[config.mk]
export PLATFORM = sky130hd
export DESIGN_NAME = chip8_execute_subset_core
export DESIGN_NICKNAME = d
export VERILOG_FILES = /design/src/rtl/core/c8x_pkg.sv /design/src/rtl/core/c8x_ram.sv /design/src/rtl/core/c8x_regs.sv /design/src/rtl/core/c8x_stack.sv /design/src/rtl/core/c8x_exec.sv /design/src/rtl/core/chip8_execute_subset_core.sv
export VERILOG_INCLUDE_DIRS = /design/src /design/src/rtl/core
export SDC_FILE = /design/constraint.sdc
export NUM_CORES = 1
export LEC_CHECK = 0
export ABC_CLOCK_PERIOD_IN_PS = 8800
export BUFFER_PORTS_ARGS = -buffer_cell sky130_fd_sc_hd__buf_2
export CAP_MARGIN = 20
export CORE_MARGIN = 10
export CORE_UTILIZATION = 35
export DETAILED_ROUTE_END_ITERATION = 10
export GPL_TIMING_DRIVEN = 1
export PLACE_DENSITY = 0.51
export SYNTH_ARGS = -nofsm -noshare
export SYNTH_HDL_FRONTEND = slang
export SYNTH_HIERARCHICAL = 1
export SYNTH_SLANG_ARGS = --single-unit
[constraint.sdc]
create_clock -name clk -period 8.8 [get_ports clk]
set_input_delay 0.44 -clock clk [delete_from_list [all_inputs] [get_ports clk]]
set_output_delay 0.44 -clock clk [all_outputs]
set_load 0.005 [all_outputs]
[src/rtl/core/assert_macros.svh]
// Assertion helpers shared by the core RTL.
// Each macro expects clk and rst to be visible where it is used.
`ifndef ASSERT_MACROS_SVH
`define ASSERT_MACROS_SVH

// Check a property on every rising edge, ignored while reset is high.
`define ASSERT_CLK(lbl, prop, msg) \
  lbl: assert property (@(posedge clk) disable iff (rst) (prop)) else $error(msg);

// Check a property on every rising edge, reset included.
`define ASSERT_ALWAYS(lbl, prop, msg) \
  lbl: assert property (@(posedge clk) (prop)) else $error(msg);

`endif

[src/rtl/core/c8x_pkg.sv]
package c8x_pkg;

  // Program counter and register file geometry
  localparam int PC_W      = 12;
  localparam int REG_COUNT = 16;
  localparam int REG_AW    = 4;
  localparam int REG_W     = 8;

  localparam logic [PC_W-1:0] PC_STEP = 12'd2;

  // Opcode groups (top nibble)
  localparam logic [3:0] GRP_SYS  = 4'h0;
  localparam logic [3:0] GRP_JP   = 4'h1;
  localparam logic [3:0] GRP_CALL = 4'h2;
  localparam logic [3:0] GRP_SE   = 4'h3;
  localparam logic [3:0] GRP_SNE  = 4'h4;
  localparam logic [3:0] GRP_SEXY = 4'h5;
  localparam logic [3:0] GRP_LD   = 4'h6;
  localparam logic [3:0] GRP_ADD  = 4'h7;
  localparam logic [3:0] GRP_ALU  = 4'h8;

  // Register-register operations (low nibble of group 8)
  localparam logic [3:0] ALU_MOV = 4'h0;
  localparam logic [3:0] ALU_OR  = 4'h1;
  localparam logic [3:0] ALU_AND = 4'h2;
  localparam logic [3:0] ALU_XOR = 4'h3;

  // Full system opcodes
  localparam logic [15:0] OP_CLS = 16'h00E0;
  localparam logic [15:0] OP_RET = 16'h00EE;

  // One result word
  typedef struct packed {
    logic [PC_W-1:0]   next_pc;
    logic              clear_display;
    logic              skipped;
    logic              reg_write;
    logic [REG_AW-1:0] reg_index;
    logic [REG_W-1:0]  reg_value;
    logic              stack_fault;
    logic              unsupported;
  } res_t;

  // Return stack requests
  typedef struct packed {
    logic push;
    logic pop;
  } stk_ctl_t;

endpackage

[src/rtl/core/c8x_ram.sv]
module c8x_ram
  #(parameter int WIDTH = 8,
    parameter int DEPTH = 16,
    localparam int AW = (DEPTH > 1) ? $clog2(DEPTH) : 1)
  (input  logic             clk,
   input  logic             we,
   input  logic [AW-1:0]    waddr,
   input  logic [WIDTH-1:0] wdata,
   input  logic [AW-1:0]    raddr,
   output logic [WIDTH-1:0] rdata);

  logic [WIDTH-1:0] mem [DEPTH];

  // Write port and registered read port
  always_ff @(posedge clk) begin
    if (we) begin
      mem[waddr] <= wdata;
    end
    rdata <= mem[raddr];
  end

endmodule

[src/rtl/core/c8x_regs.sv]
module c8x_regs
  import c8x_pkg::*;
  (input  logic              clk,
   input  logic              rst,
   input  logic [REG_AW-1:0] raddr_x,
   input  logic [REG_AW-1:0] raddr_y,
   input  logic              we,
   input  logic [REG_AW-1:0] waddr,
   input  logic [REG_W-1:0]  wdata,
   output logic [REG_W-1:0]  rdata_x,
   output logic [REG_W-1:0]  rdata_y);

  logic [REG_COUNT-1:0] valid;
  logic [REG_W-1:0]     ram_x;
  logic [REG_W-1:0]     ram_y;
  logic                 vld_x;
  logic                 vld_y;
  logic                 byp_x;
  logic                 byp_y;
  logic [REG_W-1:0]     byp_val;

  // Two copies give two read ports
  c8x_ram #(.WIDTH(REG_W), .DEPTH(REG_COUNT)) u_ram_x (
    .clk(clk), .we(we), .waddr(waddr), .wdata(wdata),
    .raddr(raddr_x), .rdata(ram_x));

  c8x_ram #(.WIDTH(REG_W), .DEPTH(REG_COUNT)) u_ram_y (
    .clk(clk), .we(we), .waddr(waddr), .wdata(wdata),
    .raddr(raddr_y), .rdata(ram_y));

  // Track written entries; unwritten ones read as zero
  always_ff @(posedge clk) begin
    if (rst) begin
      valid <= '0;
    end else if (we) begin
      valid[waddr] <= 1'b1;
    end
  end

  // Align valid bits and same-edge write forwarding with the read data
  always_ff @(posedge clk) begin
    vld_x   <= valid[raddr_x];
    vld_y   <= valid[raddr_y];
    byp_x   <= we && (waddr == raddr_x);
    byp_y   <= we && (waddr == raddr_y);
    byp_val <= wdata;
  end

  assign rdata_x = byp_x ? byp_val : (vld_x ? ram_x : '0);
  assign rdata_y = byp_y ? byp_val : (vld_y ? ram_y : '0);

endmodule

[src/rtl/core/c8x_stack.sv]
module c8x_stack
  import c8x_pkg::*;
  #(parameter int STACK_DEPTH = 16,
    localparam int LW = $clog2(STACK_DEPTH + 1),
    localparam int AW = $clog2(STACK_DEPTH))
  (input  logic            clk,
   input  logic            rst,
   input  stk_ctl_t        ctl,
   input  logic [PC_W-1:0] push_data,
   output logic [LW-1:0]   level,
   output logic [PC_W-1:0] top);

  logic [LW-1:0]   level_next;
  logic [LW-1:0]   rd_level;
  logic [PC_W-1:0] below;

  // Next fill level
  always_comb begin
    level_next = level;
    if (ctl.push) begin
      level_next = level + LW'(1);
    end else if (ctl.pop) begin
      level_next = level - LW'(1);
    end
  end

  // Prefetch the entry under the new top, ready for a pop next cycle
  assign rd_level = level_next - LW'(2);

  c8x_ram #(.WIDTH(PC_W), .DEPTH(STACK_DEPTH)) u_ram (
    .clk(clk), .we(ctl.push), .waddr(level[AW-1:0]), .wdata(push_data),
    .raddr(rd_level[AW-1:0]), .rdata(below));

  always_ff @(posedge clk) begin
    if (rst) begin
      level <= '0;
    end else begin
      level <= level_next;
    end
  end

  // Hold the top entry in a register
  always_ff @(posedge clk) begin
    if (ctl.push) begin
      top <= push_data;
    end else if (ctl.pop) begin
      top <= below;
    end
  end

endmodule

[src/rtl/core/c8x_exec.sv]
module c8x_exec
  import c8x_pkg::*;
  #(parameter int STACK_DEPTH = 16,
    localparam int LW = $clog2(STACK_DEPTH + 1))
  (input  logic [15:0]     instr,
   input  logic [PC_W-1:0] pc,
   input  logic [LW-1:0]   level,
   input  logic [PC_W-1:0] top,
   input  logic [REG_W-1:0] vx,
   input  logic [REG_W-1:0] vy,
   output res_t            res,
   output stk_ctl_t        ctl);

  logic [3:0]        grp;
  logic [3:0]        n;
  logic [REG_W-1:0]  kk;
  logic [PC_W-1:0]   nnn;
  logic [PC_W-1:0]   npc;
  logic              bad;
  logic              fault;

  assign grp = instr[15:12];
  assign n   = instr[3:0];
  assign kk  = instr[7:0];
  assign nnn = instr[11:0];

  // Decode and execute one instruction word
  always_comb begin
    res   = '0;
    ctl   = '0;
    bad   = 1'b0;
    fault = 1'b0;
    npc   = pc + PC_STEP;
    unique case (grp)
      GRP_SYS: begin
        if (instr == OP_CLS) begin
          res.clear_display = 1'b1;
        end else if (instr == OP_RET) begin
          if (level == '0) begin
            fault = 1'b1;
          end else begin
            ctl.pop = 1'b1;
            npc     = top;
          end
        end else begin
          bad = 1'b1;
        end
      end
      GRP_JP: begin
        npc = nnn;
      end
      GRP_CALL: begin
        if (level >= LW'(STACK_DEPTH)) begin
          fault = 1'b1;
        end else begin
          ctl.push = 1'b1;
          npc      = nnn;
        end
      end
      GRP_SE: begin
        res.skipped = (vx == kk);
      end
      GRP_SNE: begin
        res.skipped = (vx != kk);
      end
      GRP_SEXY: begin
        if (n != 4'h0) begin
          bad = 1'b1;
        end else begin
          res.skipped = (vx == vy);
        end
      end
      GRP_LD: begin
        res.reg_write = 1'b1;
        res.reg_index = instr[11:8];
        res.reg_value = kk;
      end
      GRP_ADD: begin
        res.reg_write = 1'b1;
        res.reg_index = instr[11:8];
        res.reg_value = vx + kk;
      end
      GRP_ALU: begin
        res.reg_write = 1'b1;
        res.reg_index = instr[11:8];
        unique case (n)
          ALU_MOV: res.reg_value = vy;
          ALU_OR:  res.reg_value = vx | vy;
          ALU_AND: res.reg_value = vx & vy;
          ALU_XOR: res.reg_value = vx ^ vy;
          default: begin
            res.reg_write = 1'b0;
            res.reg_index = '0;
            bad           = 1'b1;
          end
        endcase
      end
      default: begin
        bad = 1'b1;
      end
    endcase

    // Faults and unsupported words leave the pc where it was
    if (bad || fault) begin
      npc = pc;
    end else if (res.skipped) begin
      npc = npc + PC_STEP;
    end
    res.next_pc     = npc;
    res.stack_fault = fault;
    res.unsupported = bad;
  end

endmodule

[src/rtl/core/chip8_execute_subset_core.sv]
// Flow: a word accepted into the input register is executed once the result register is
// free or draining, and its result word is then loaded into the result register.
// Throughput: one instruction per cycle while m_tready holds; the input register, the decode and
// execute logic and the result register form the only path, with state updates
// (pc, registers, return stack) taken at the same edge as the result register.
// Reset (rst, synchronous): pc to START_PC, registers read as zero, stack empty.
`include "assert_macros.svh"

module chip8_execute_subset_core
  import c8x_pkg::*;
  #(parameter int STACK_DEPTH = 16,
    parameter int START_PC    = 512)
  (input  logic        clk,
   input  logic        rst,
   input  logic        s_tvalid,
   output logic        s_tready,
   input  logic [15:0] s_tdata,   // instruction[15:0]
   output logic        m_tvalid,
   input  logic        m_tready,
   // next_pc[11:0], clear_display[12], skipped[13], reg_write[14],
   // reg_index[18:15], reg_value[26:19], stack_fault[27], unsupported[28], zero[31:29]
   output logic [31:0] m_tdata);

  localparam int LW = $clog2(STACK_DEPTH + 1);

  logic              s_acc;
  logic              fire;
  logic              iv;
  logic [15:0]       ir;
  logic              ov;
  res_t              ores;
  res_t              res;
  stk_ctl_t          ctl;
  stk_ctl_t          stk_ctl;
  logic [PC_W-1:0]   pc;
  logic [LW-1:0]     level;
  logic [PC_W-1:0]   top;
  logic [REG_AW-1:0] rx;
  logic [REG_AW-1:0] ry;
  logic [REG_W-1:0]  vx;
  logic [REG_W-1:0]  vy;

  // Handshake: execute when the result register is free or draining
  assign fire     = iv && (!ov || m_tready);
  assign s_tready = !iv || fire;
  assign s_acc    = s_tvalid && s_tready;

  // Input register
  always_ff @(posedge clk) begin
    if (rst) begin
      iv <= 1'b0;
    end else if (s_acc) begin
      iv <= 1'b1;
    end else if (fire) begin
      iv <= 1'b0;
    end
  end

  always_ff @(posedge clk) begin
    if (s_acc) begin
      ir <= s_tdata;
    end
  end

  // Read operands for the word that will sit in the input register
  assign rx = s_acc ? s_tdata[11:8] : ir[11:8];
  assign ry = s_acc ? s_tdata[7:4]  : ir[7:4];

  c8x_regs u_regs (
    .clk(clk), .rst(rst), .raddr_x(rx), .raddr_y(ry),
    .we(fire && res.reg_write), .waddr(res.reg_index), .wdata(res.reg_value),
    .rdata_x(vx), .rdata_y(vy));

  assign stk_ctl.push = fire && ctl.push;
  assign stk_ctl.pop  = fire && ctl.pop;

  c8x_stack #(.STACK_DEPTH(STACK_DEPTH)) u_stack (
    .clk(clk), .rst(rst), .ctl(stk_ctl), .push_data(pc + PC_STEP),
    .level(level), .top(top));

  c8x_exec #(.STACK_DEPTH(STACK_DEPTH)) u_exec (
    .instr(ir), .pc(pc), .level(level), .top(top), .vx(vx), .vy(vy),
    .res(res), .ctl(ctl));

  // Program counter
  always_ff @(posedge clk) begin
    if (rst) begin
      pc <= PC_W'(START_PC);
    end else if (fire) begin
      pc <= res.next_pc;
    end
  end

  // Result register
  always_ff @(posedge clk) begin
    if (rst) begin
      ov <= 1'b0;
    end else if (fire) begin
      ov <= 1'b1;
    end else if (m_tready) begin
      ov <= 1'b0;
    end
  end

  always_ff @(posedge clk) begin
    if (fire) begin
      ores <= res;
    end
  end

  assign m_tvalid = ov;
  assign m_tdata  = {3'b000, ores.unsupported, ores.stack_fault, ores.reg_value,
                     ores.reg_index, ores.reg_write, ores.skipped,
                     ores.clear_display, ores.next_pc};

  // Checks
  `ASSERT_CLK(a_fault_holds_pc, (m_tvalid && (ores.stack_fault || ores.unsupported)) |-> (ores.next_pc == pc), "faulting word moved the pc")
  `ASSERT_CLK(a_level_bound, level <= LW'(STACK_DEPTH), "stack level beyond depth")
  `ASSERT_CLK(a_no_write_zero, (m_tvalid && !ores.reg_write) |-> (ores.reg_index == '0 && ores.reg_value == '0), "write fields set without a write")
  `ASSERT_ALWAYS(a_reset_pc, $past(rst) |-> (pc == PC_W'(START_PC) && level == '0), "reset state wrong")

endmodule
==> results of run 1 <==
[cells by family after synthesis]
logic type / count (synthesis) / share of synthesized area [%]
other: 1 / 0.0154
XOR/XNOR: 45 / 1.62
multiplexers: 170 / 14.2
buffers and inverters: 102 / 2.53
flip-flops: 580 / 68.6
AND/OR/NAND/NOR: 281 / 6.27
adder cells (fa/ha/maj): 30 / 1.58
AO/OA/AOI/OAI: 188 / 5.21
[final cells by class]
| cell class | instances | area [um2] |
|---|---|---|
| clock buffers | 80 | 1670 |
| repair buffers | 111 | 759 |
| flip-flops and latches | 580 | 16700 |
| clock inverters | 35 | 325 |
| well taps | 931 | 1160 |
| multi-input cells | 717 | 7120 |
| inverters | 28 | 105 |
| fillers | 6236 | 40900 |
[state kept, by name (all words and copies together) (netlist names)]
signal and cells:
ir 16, u_regs/byp_y 1, iv 1, u_regs/u_ram_y/mem 128, m_tdata 29, u_stack/top 12
m_tvalid 1, u_stack/u_ram/rdata 12, u_regs/valid 16, u_regs/vld_x 1, u_regs/byp_val 8, u_regs/u_ram_x/mem 128
u_stack/u_ram/mem 192, u_regs/u_ram_x/rdata 8, u_regs/byp_x 1, u_regs/u_ram_y/rdata 8, u_stack/level 5, pc 12
u_regs/vld_y 1
[metrics by stage]
| step | hold slack (ns) | instances | power (mW) | util (%) | worst slack, ns |
|---|---|---|---|---|---|
| finish | 0.0402 | 2482 | 5.79 | 40.5 | 3.80 |
| global route | 0.0219 | 2482 | 6.00 | 40.5 | 3.45 |
| CTS | 0.00378 | 2481 | 5.86 | 40.4 | 3.77 |
| detailed placement | 0.474 | 2355 | 3.33 | 37.4 | 3.79 |
| global placement | 0.460 | 2353 | 3.32 | 37.4 | 3.79 |
| floorplan | 0.442 | 1399 | 3.24 | - | 5.04 |
[synthesized netlist by cell type (all sizes together) (4+ instances only)]
master / instances
dfxtp: 75
nand3b: 10
mux2i: 20
nand4: 12
clkbuf: 23
clkdlybuf4s25: 6
edfxtp: 505
nor2: 81
a32oi: 7
nand3: 24
and2: 11
mux4: 120
nor4: 8
buf: 45
xnor2: 28
and4: 4
a21oi: 43
xor2: 17
a31oi: 5
mux2: 30
nand2b: 10
a22oi: 58
o21ai: 36
nor3: 16
nor2b: 9
or3b: 4
inv: 28
and3: 12
ha: 29
a22o: 14
nand2: 58
o22ai: 7
nor4b: 5
[routing by layer]
metal  wire [um]  GRT usage [%]  vias up  share of wire, %
met2       26600           22.2      289                47
met3        2890           2.70       95               5.1
met4        1690           4.81        4               3.0
li1            -              -     5830                 -
met1       25600           18.7     6739                45
met5          26              0        -             0.046
[power groups by stage]
stage,clock [mW],sequential (mW),combinational (mW)
after floorplan,0,3.07,0.177
after global placement,0,3.08,0.242
after detailed placement,0,3.08,0.243
after CTS,2.59,3.02,0.248
after global routing,2.71,3.02,0.267
final,2.52,3.02,0.246
[cell usage in the layout (no fill, tap or decap), types with 48 or more instances in the layout]
| cell | count |
|---|---|
| nor2_1 | 80 |
| clkbuf_16 | 63 |
| dfxtp_1 | 75 |
| buf_4 | 48 |
| mux4_1 | 51 |
| a22oi_1 | 58 |
| edfxtp_1 | 505 |
| buf_2 | 50 |
| nand2_1 | 57 |
| mux4_2 | 69 |
[worst register-to-register path: cells and delay by family (launching register included)]
kind / cells / cell delay [ns]
DFF: 1 / 0.69
buffers and inverters: 1 / 0.37
and+or+nand+nor: 7 / 2.64
adders and majority gates: 1 / 0.35
xor gates and xnor gates: 1 / 0.25
AOI/OAI and AO/OA: 3 / 0.65
[timing repair]
item / CTS / global route
endpoints found under the hold margin: 11 / 0
hold buffers: 11 / 0
setup buffers: 0 / 0
[final timing paths]
kind	end	slack (ns)	depth (start not counted)
setup / recovery	u_stack/u_ram/rdata[6]	3.80	13
hold / removal	ir[10]	0.04	1
setup reg to reg	u_stack/u_ram/rdata[6]	3.80	13
hold reg to reg	u_regs/valid[2]	0.49	2
==> impl_metrics.csv, run 1 <==
group,metric,value,unit
global_route,antenna_found_initial,4,
power_and_ir_drop,p_comb_share,4.3,%
clocking,cts_resized,0,
timing,setup_tns,0,ns
clocking,h-tree-depth,2,
worst_hold_path,worstHoldStart,"s_tdata[10]",
layout,diodes,0,
timing,tightest_slew,1.13,ns
synthesis,netlist_area,0.0243,mm2
status,status,"finished, final reports clean",
synthesis,yosysWarnings,6,
power_and_ir_drop,p_int,4.55,mW
clocking,cts_tree,"done",
layout,drive_gt1_share,21.1,%
drt,routed_wl,56.8,mm
synthesis,synthArstFlopShare,0,%
clocking,path_clk_slew,0.06,ns
synthesis,synth_cell_types,76,
clocking,clk_latency,0.63,ns
timing,fmax,200,MHz
synthesis,synth_top_area_cell,"edfxtp_1",
clocking,cts_sinks,580,
critical_path,crit_required,9.37,ns
global_route,grt_pass1_vias,13202,
synthesis,synth_edf_count,505,
synthesis,synthTopCellsByArea,"edfxtp_1, mux4_2, dfxtp_1",
timing,hold_viol_final,0,
timing,relSlewSlack,24.6,%
layout,nets,1549,
timing,period_needed,5.00,ns
die,num_rows,96,
power_and_ir_drop,p_sw,1.24,mW
die,initial_core_util,35.4,%
die,ios,54,
timing,setup_viol,0,
critical_path,crit_path_max_incr_delay,0.92,ns
synthesis,ys_seq_area_share,68.6,%
placement,dpl-instance-area,0.0257,mm2
placement,portBuffers,50,
critical_path,critPathTopFamily,"simple AND/OR/NAND/NOR gates",
global_route,track_usage,13.9,%
die,die_height,283,um
critical_path,worst_ep_arrival_time,5.57,ns
clocking,clock_path_buffers,3,
synthesis,synth_top_area_share,62.4,%
global_route,grt_remaining_overflow,0,
power_and_ir_drop,p_leak,9.56,nW
synthesis,syn_area_per_cell,17.4,um2
power_and_ir_drop,ir_worst_vdd,0.152,mV
flow_run,cap_violations,0,
layout,area_growth,14.5,%
critical_path,cp_slowest_cell,"nor2b_1",
critical_path,cp_max_fo,50,
drt,via_per_inst,5.22,
placement,hpwlAfterDp,36.2,mm
critical_path,path_buf_inv,1,
critical_path,r2r_start,"ir[12]",
drt,drcViolationCount,0,
placement,gp_congestion,0.784,
synthesis,synth_flop_cell,"edfxtp_1",
synthesis,syn_inst,1397,
power_and_ir_drop,power_density,208,mW/mm2
power_and_ir_drop,power.share.switching,21.4,%
layout,fin_area,0.0278,mm2
critical_path,crit_path_frequent_cell,"and3_1",
die,fp.dieW,283,um
power_and_ir_drop,sequentialPowerShare,52.2,%
drt,drtIter0Drc,952,
power_and_ir_drop,p_clk_share,43.6,%
die,fp.dieArea,0.0803,mm2
drt,drt-pass1-iter-count,5,
timing,fin_crit_sh,56.9,%
global_route,grt_max_degree,51,
critical_path,crit_chain,"nor4_1 > and3_1 > and2_4 > and3_1 > nor2_1 > a211oi_1 > a21oi_4 > buf_4 > ha_1 > xnor2_1 > nor2b_1 > a22oi_1 > nand2_1",
synthesis,ys_seq_elements,580,
global_route,grt_pass1_wl,85.9,mm
critical_path,end_kind,"flip-flop",
timing,slew_viol_final,0,
critical_path,startpoint_type,"flip-flop",
drt,vias,12957,
drt,final_antenna_net_count,0,
die,core_area,0.0687,mm2
drt,routedWlPerCell,22.9,um
timing,rsz0062_at_grt,"false",
timing,fin_skew,0.0267,ns
clocking,ctsRootBufferMaster,"clkbuf_16",
worst_hold_path,hp-class,"in2reg",
critical_path,critPathKind,"reg2reg",
clocking,numCtsBuffers,61,
critical_path,startpoint,"ir[12]",
Note: power is estimated with default switching activity, not from simulation.
==> inputs of run 2 (changes only) <==
--- a/config.mk
+++ b/config.mk
@@ -6,14 +6,15 @@
 export SDC_FILE = /design/constraint.sdc
 export NUM_CORES = 1
 export LEC_CHECK = 0
-export ABC_CLOCK_PERIOD_IN_PS = 8800
+export ABC_AREA = 1
+export ABC_CLOCK_PERIOD_IN_PS = 4500
 export BUFFER_PORTS_ARGS = -buffer_cell sky130_fd_sc_hd__buf_2
 export CAP_MARGIN = 20
 export CORE_MARGIN = 10
 export CORE_UTILIZATION = 35
 export DETAILED_ROUTE_END_ITERATION = 10
 export GPL_TIMING_DRIVEN = 1
-export PLACE_DENSITY = 0.51
+export PLACE_DENSITY = 0.52
 export SYNTH_ARGS = -nofsm -noshare
 export SYNTH_HDL_FRONTEND = slang
 export SYNTH_HIERARCHICAL = 1
==> constraint.sdc (replaced) <==
create_clock -name clk -period 4.5 [get_ports clk]
set_input_delay 0.225 -clock clk [delete_from_list [all_inputs] [get_ports clk]]
set_output_delay 0.225 -clock clk [all_outputs]
set_load 0.005 [all_outputs]
==> impl_metrics.csv, run 2 <==
group,metric,value,unit
status,status,"finished, final reports clean",
die,initial_core_util,35.4,%
critical_path,crit_end,"u_stack/u_ram/rdata[4]",
critical_path,reg2reg_to,"u_stack/u_ram/rdata[4]",
synthesis,synth_flop_cell,"edfxtp_1",
clocking,cts_resized,0,
layout,largest_reg_flops,192,
synthesis,syn_inst,2878,
critical_path,worst_ep_arrival_time,4.70,ns
clocking,cts_tree,"done",
layout,nets,3000,
global_route,antenna_found_initial,2,
clocking,ctsRootBufferMaster,"clkbuf_16",
layout,reg.largest.list,"u_stack/u_ram/mem x192, u_regs/u_ram_x/mem x128, u_regs/u_ram_y/mem x128",
global_route,grt_pass1_vias,18512,
layout,post-route-util,40.4,%
critical_path,regToRegSetupSlack,0.30,ns
power_and_ir_drop,power_density,409,mW/mm2
drt,via_per_inst,4.80,
timing,fin_skew,0.0275,ns
clocking,path_clk_slew,0.06,ns
synthesis,syn_area_per_cell,9.38,um2
synthesis,ys_seq_elements,580,
critical_path,startpoint_type,"flip-flop",
synthesis,muxShareOfSynthArea,0,%
timing,setup_viol,0,
drt,final_antenna_net_count,0,
timing,tightest_slew,1.09,ns
timing,slew_viol_final,0,
layout,top_register,"u_stack/u_ram/mem",
synthesis,synth_most_common_cell,"nand2_1",
synthesis,synth_xor_area_share,0.454,%
synthesis,yosys-top-cells-count,"nand2_1, edfxtp_1, inv_1, nand3_1, nor2_1",
clocking,clock_path_buffers,3,
timing,relSlewSlack,27.5,%
global_route,grt_pass1_wl,110,mm
synthesis,synthArstFlopShare,0,%
layout,area_growth,13.9,%
die,fp.dieArea,0.0887,mm2
drt,vias,19375,
flow_run,cap_violations,0,
clocking,holdBufCountCts,18,
placement,gp_congestion,0.847,
timing,fin_crit_sh,93.3,%
die,core_area,0.0762,mm2
placement,portBuffers,50,
die,ios,54,
layout,drive_gt1_share,8.79,%
synthesis,netlist_area,0.0270,mm2
global_route,grt_max_degree,97,
die,num_rows,101,
synthesis,synth_top_family_by_area,"simple AND/OR/NAND/NOR gates",
power_and_ir_drop,p_leak,13.2,nW
critical_path,end_kind,"flip-flop",
timing,setup_tns,0,ns
synthesis,synthTopCellsByArea,"edfxtp_1, nand2_1, nand3_1",
synthesis,synth_cell_types,46,
synthesis,synth_compound_area_share,2.07,%
clocking,clk_latency,0.61,ns
clocking,numCtsBuffers,69,
timing,hold_viol_final,0,
power_and_ir_drop,ir_worst_vdd,0.267,mV
timing,fmax,238,MHz
drt,drt-pass1-iter-count,6,
global_route,track_usage,15.8,%
synthesis,ys_seq_area_share,61.7,%
drt,drtIter0Drc,1795,
critical_path,startpoint,"ir[1]",
synthesis,yosysWarnings,6,
critical_path,r2r_start,"ir[1]",
clocking,postCtsSetupBuffers,0,
critical_path,critPathKind,"reg2reg",
layout,layout_commonest_cell,"nand2_1",
die,fp.dieW,298,um
drt,routedWlPerCell,17.7,um
die,die_height,298,um
timing,period_needed,4.20,ns
critical_path,crit_required,5.00,ns
drt,drcViolationCount,0,
clocking,h-tree-depth,3,
placement,hpwlAfterDp,44.9,mm
worst_hold_path,hp-class,"in2reg",
clocking,cts_sinks,580,
critical_path,r2r_cells,18,
synthesis,synth_top_area_share,56.2,%
power_and_ir_drop,finalPower,12.6,mW
synthesis,synth_edf_count,505,
synthesis,synth-adder-area-share,1.42,%
timing,rsz0062_at_grt,"false",
synthesis,synth-simple-area-share,24.3,%
layout,final_cell_mix,"nand2_1, edfxtp_1, inv_1, nand3_1, nor2_1",
drt,routed_wl,71.6,mm
global_route,grt_remaining_overflow,0,
synthesis,synth_top_area_cell,"edfxtp_1",
critical_path,cp_max_fo,13,
worst_hold_path,whs_path_depth,2,
-- run 2: changes by cell type after synthesis, sizes merged, moves of 12 or more --
cell | before | now
xnor2 | 28 | 2
mux2i | 20 | 0
and3 | 12 | 0
mux2 | 30 | 0
nand3 | 24 | 450
nor2 | 81 | 134
mux4 | 120 | 0
a22oi | 58 | 3
clkbuf | 23 | 9
inv | 28 | 519
buf | 45 | 106
a21oi | 43 | 29
nand2 | 58 | 898
a22o | 14 | 0
-- run 2: worst min-delay path by stage --
| stage | to | from |
|---|---|---|
| 6_report | u_stack/level[0] | rst |
| 2_1_floorplan | u_stack/level[2] | rst |
| 4_1_cts | u_stack/level[0] | rst |
| 3_5_place_dp | ir[4] | s_tdata[4] |
| 3_3_place_gp | ir[5] | s_tdata[5] |
| 5_1_grt | u_stack/level[1] | rst |
-- run 2: kinds of logic after synthesis --
group,count (synthesis)
and+or+nand+nor,1523
buffers and inverters,634
DFF,580
AOI/OAI and AO/OA,96
adders and majority gates,30
xor gates and xnor gates,14
other,1
-- run 2: through the flow --
| step | setup slack [ns] | cells | area (um2) | hold WS, ns |
|---|---|---|---|---|
| floorplan | 0.759 | 2880 | 27000 | 0.292 |
| global placement | 0.470 | 3888 | 28200 | 0.422 |
| detailed placement | 0.397 | 3890 | 28300 | 0.425 |
| CTS | 0.406 | 4034 | 30700 | 0.0829 |
| global route | 0.0500 | 4035 | 30700 | 0.131 |
| finish | 0.301 | 4038 | 30800 | 0.0967 |
-- run 2: layout make-up --
cell class              count  area, um2
diodes                      3       7.51
clock buffers              87       1860
clock inverters            39        423
fillers                  7463      45400
inverters                 519       1960
multi-input cells        1666       7730
flip-flops and latches    580      16700
well taps                1030       1290
repair buffers            114        825
-- run 2: worst max-delay path, cell delays in order (launching register included) --
cell	delay [ns]
edfxtp_1	0.65
inv_4	0.09
nor2_4	0.25
nand2_4	0.10
nor2_4	0.12
nand3_2	0.09
inv_2	0.19
inv_1	0.06
nor2_1	0.24
nor2_1	0.14
inv_2	0.27
o221ai_4	0.15
ha_1	0.23
inv_1	0.05
nand2_1	0.05
nand2_1	0.53
inv_1	0.48
nand3_1	0.33
nand2_1	0.08
-- run 2: layer usage --
metal / wire, um / GRT usage, %
met4: 1200 / 4.34
met3: 5450 / 2.68
met2: 30700 / 23.3
met5: 0 / 0
met1: 34300 / 23.6
-- run 2: power by group --
part,leakage (nW),switching [mW],internal [mW]
sequential,5.24,0.0679,5.94
clock,1.12,2.19,3.40
combinational,6.82,0.702,0.275
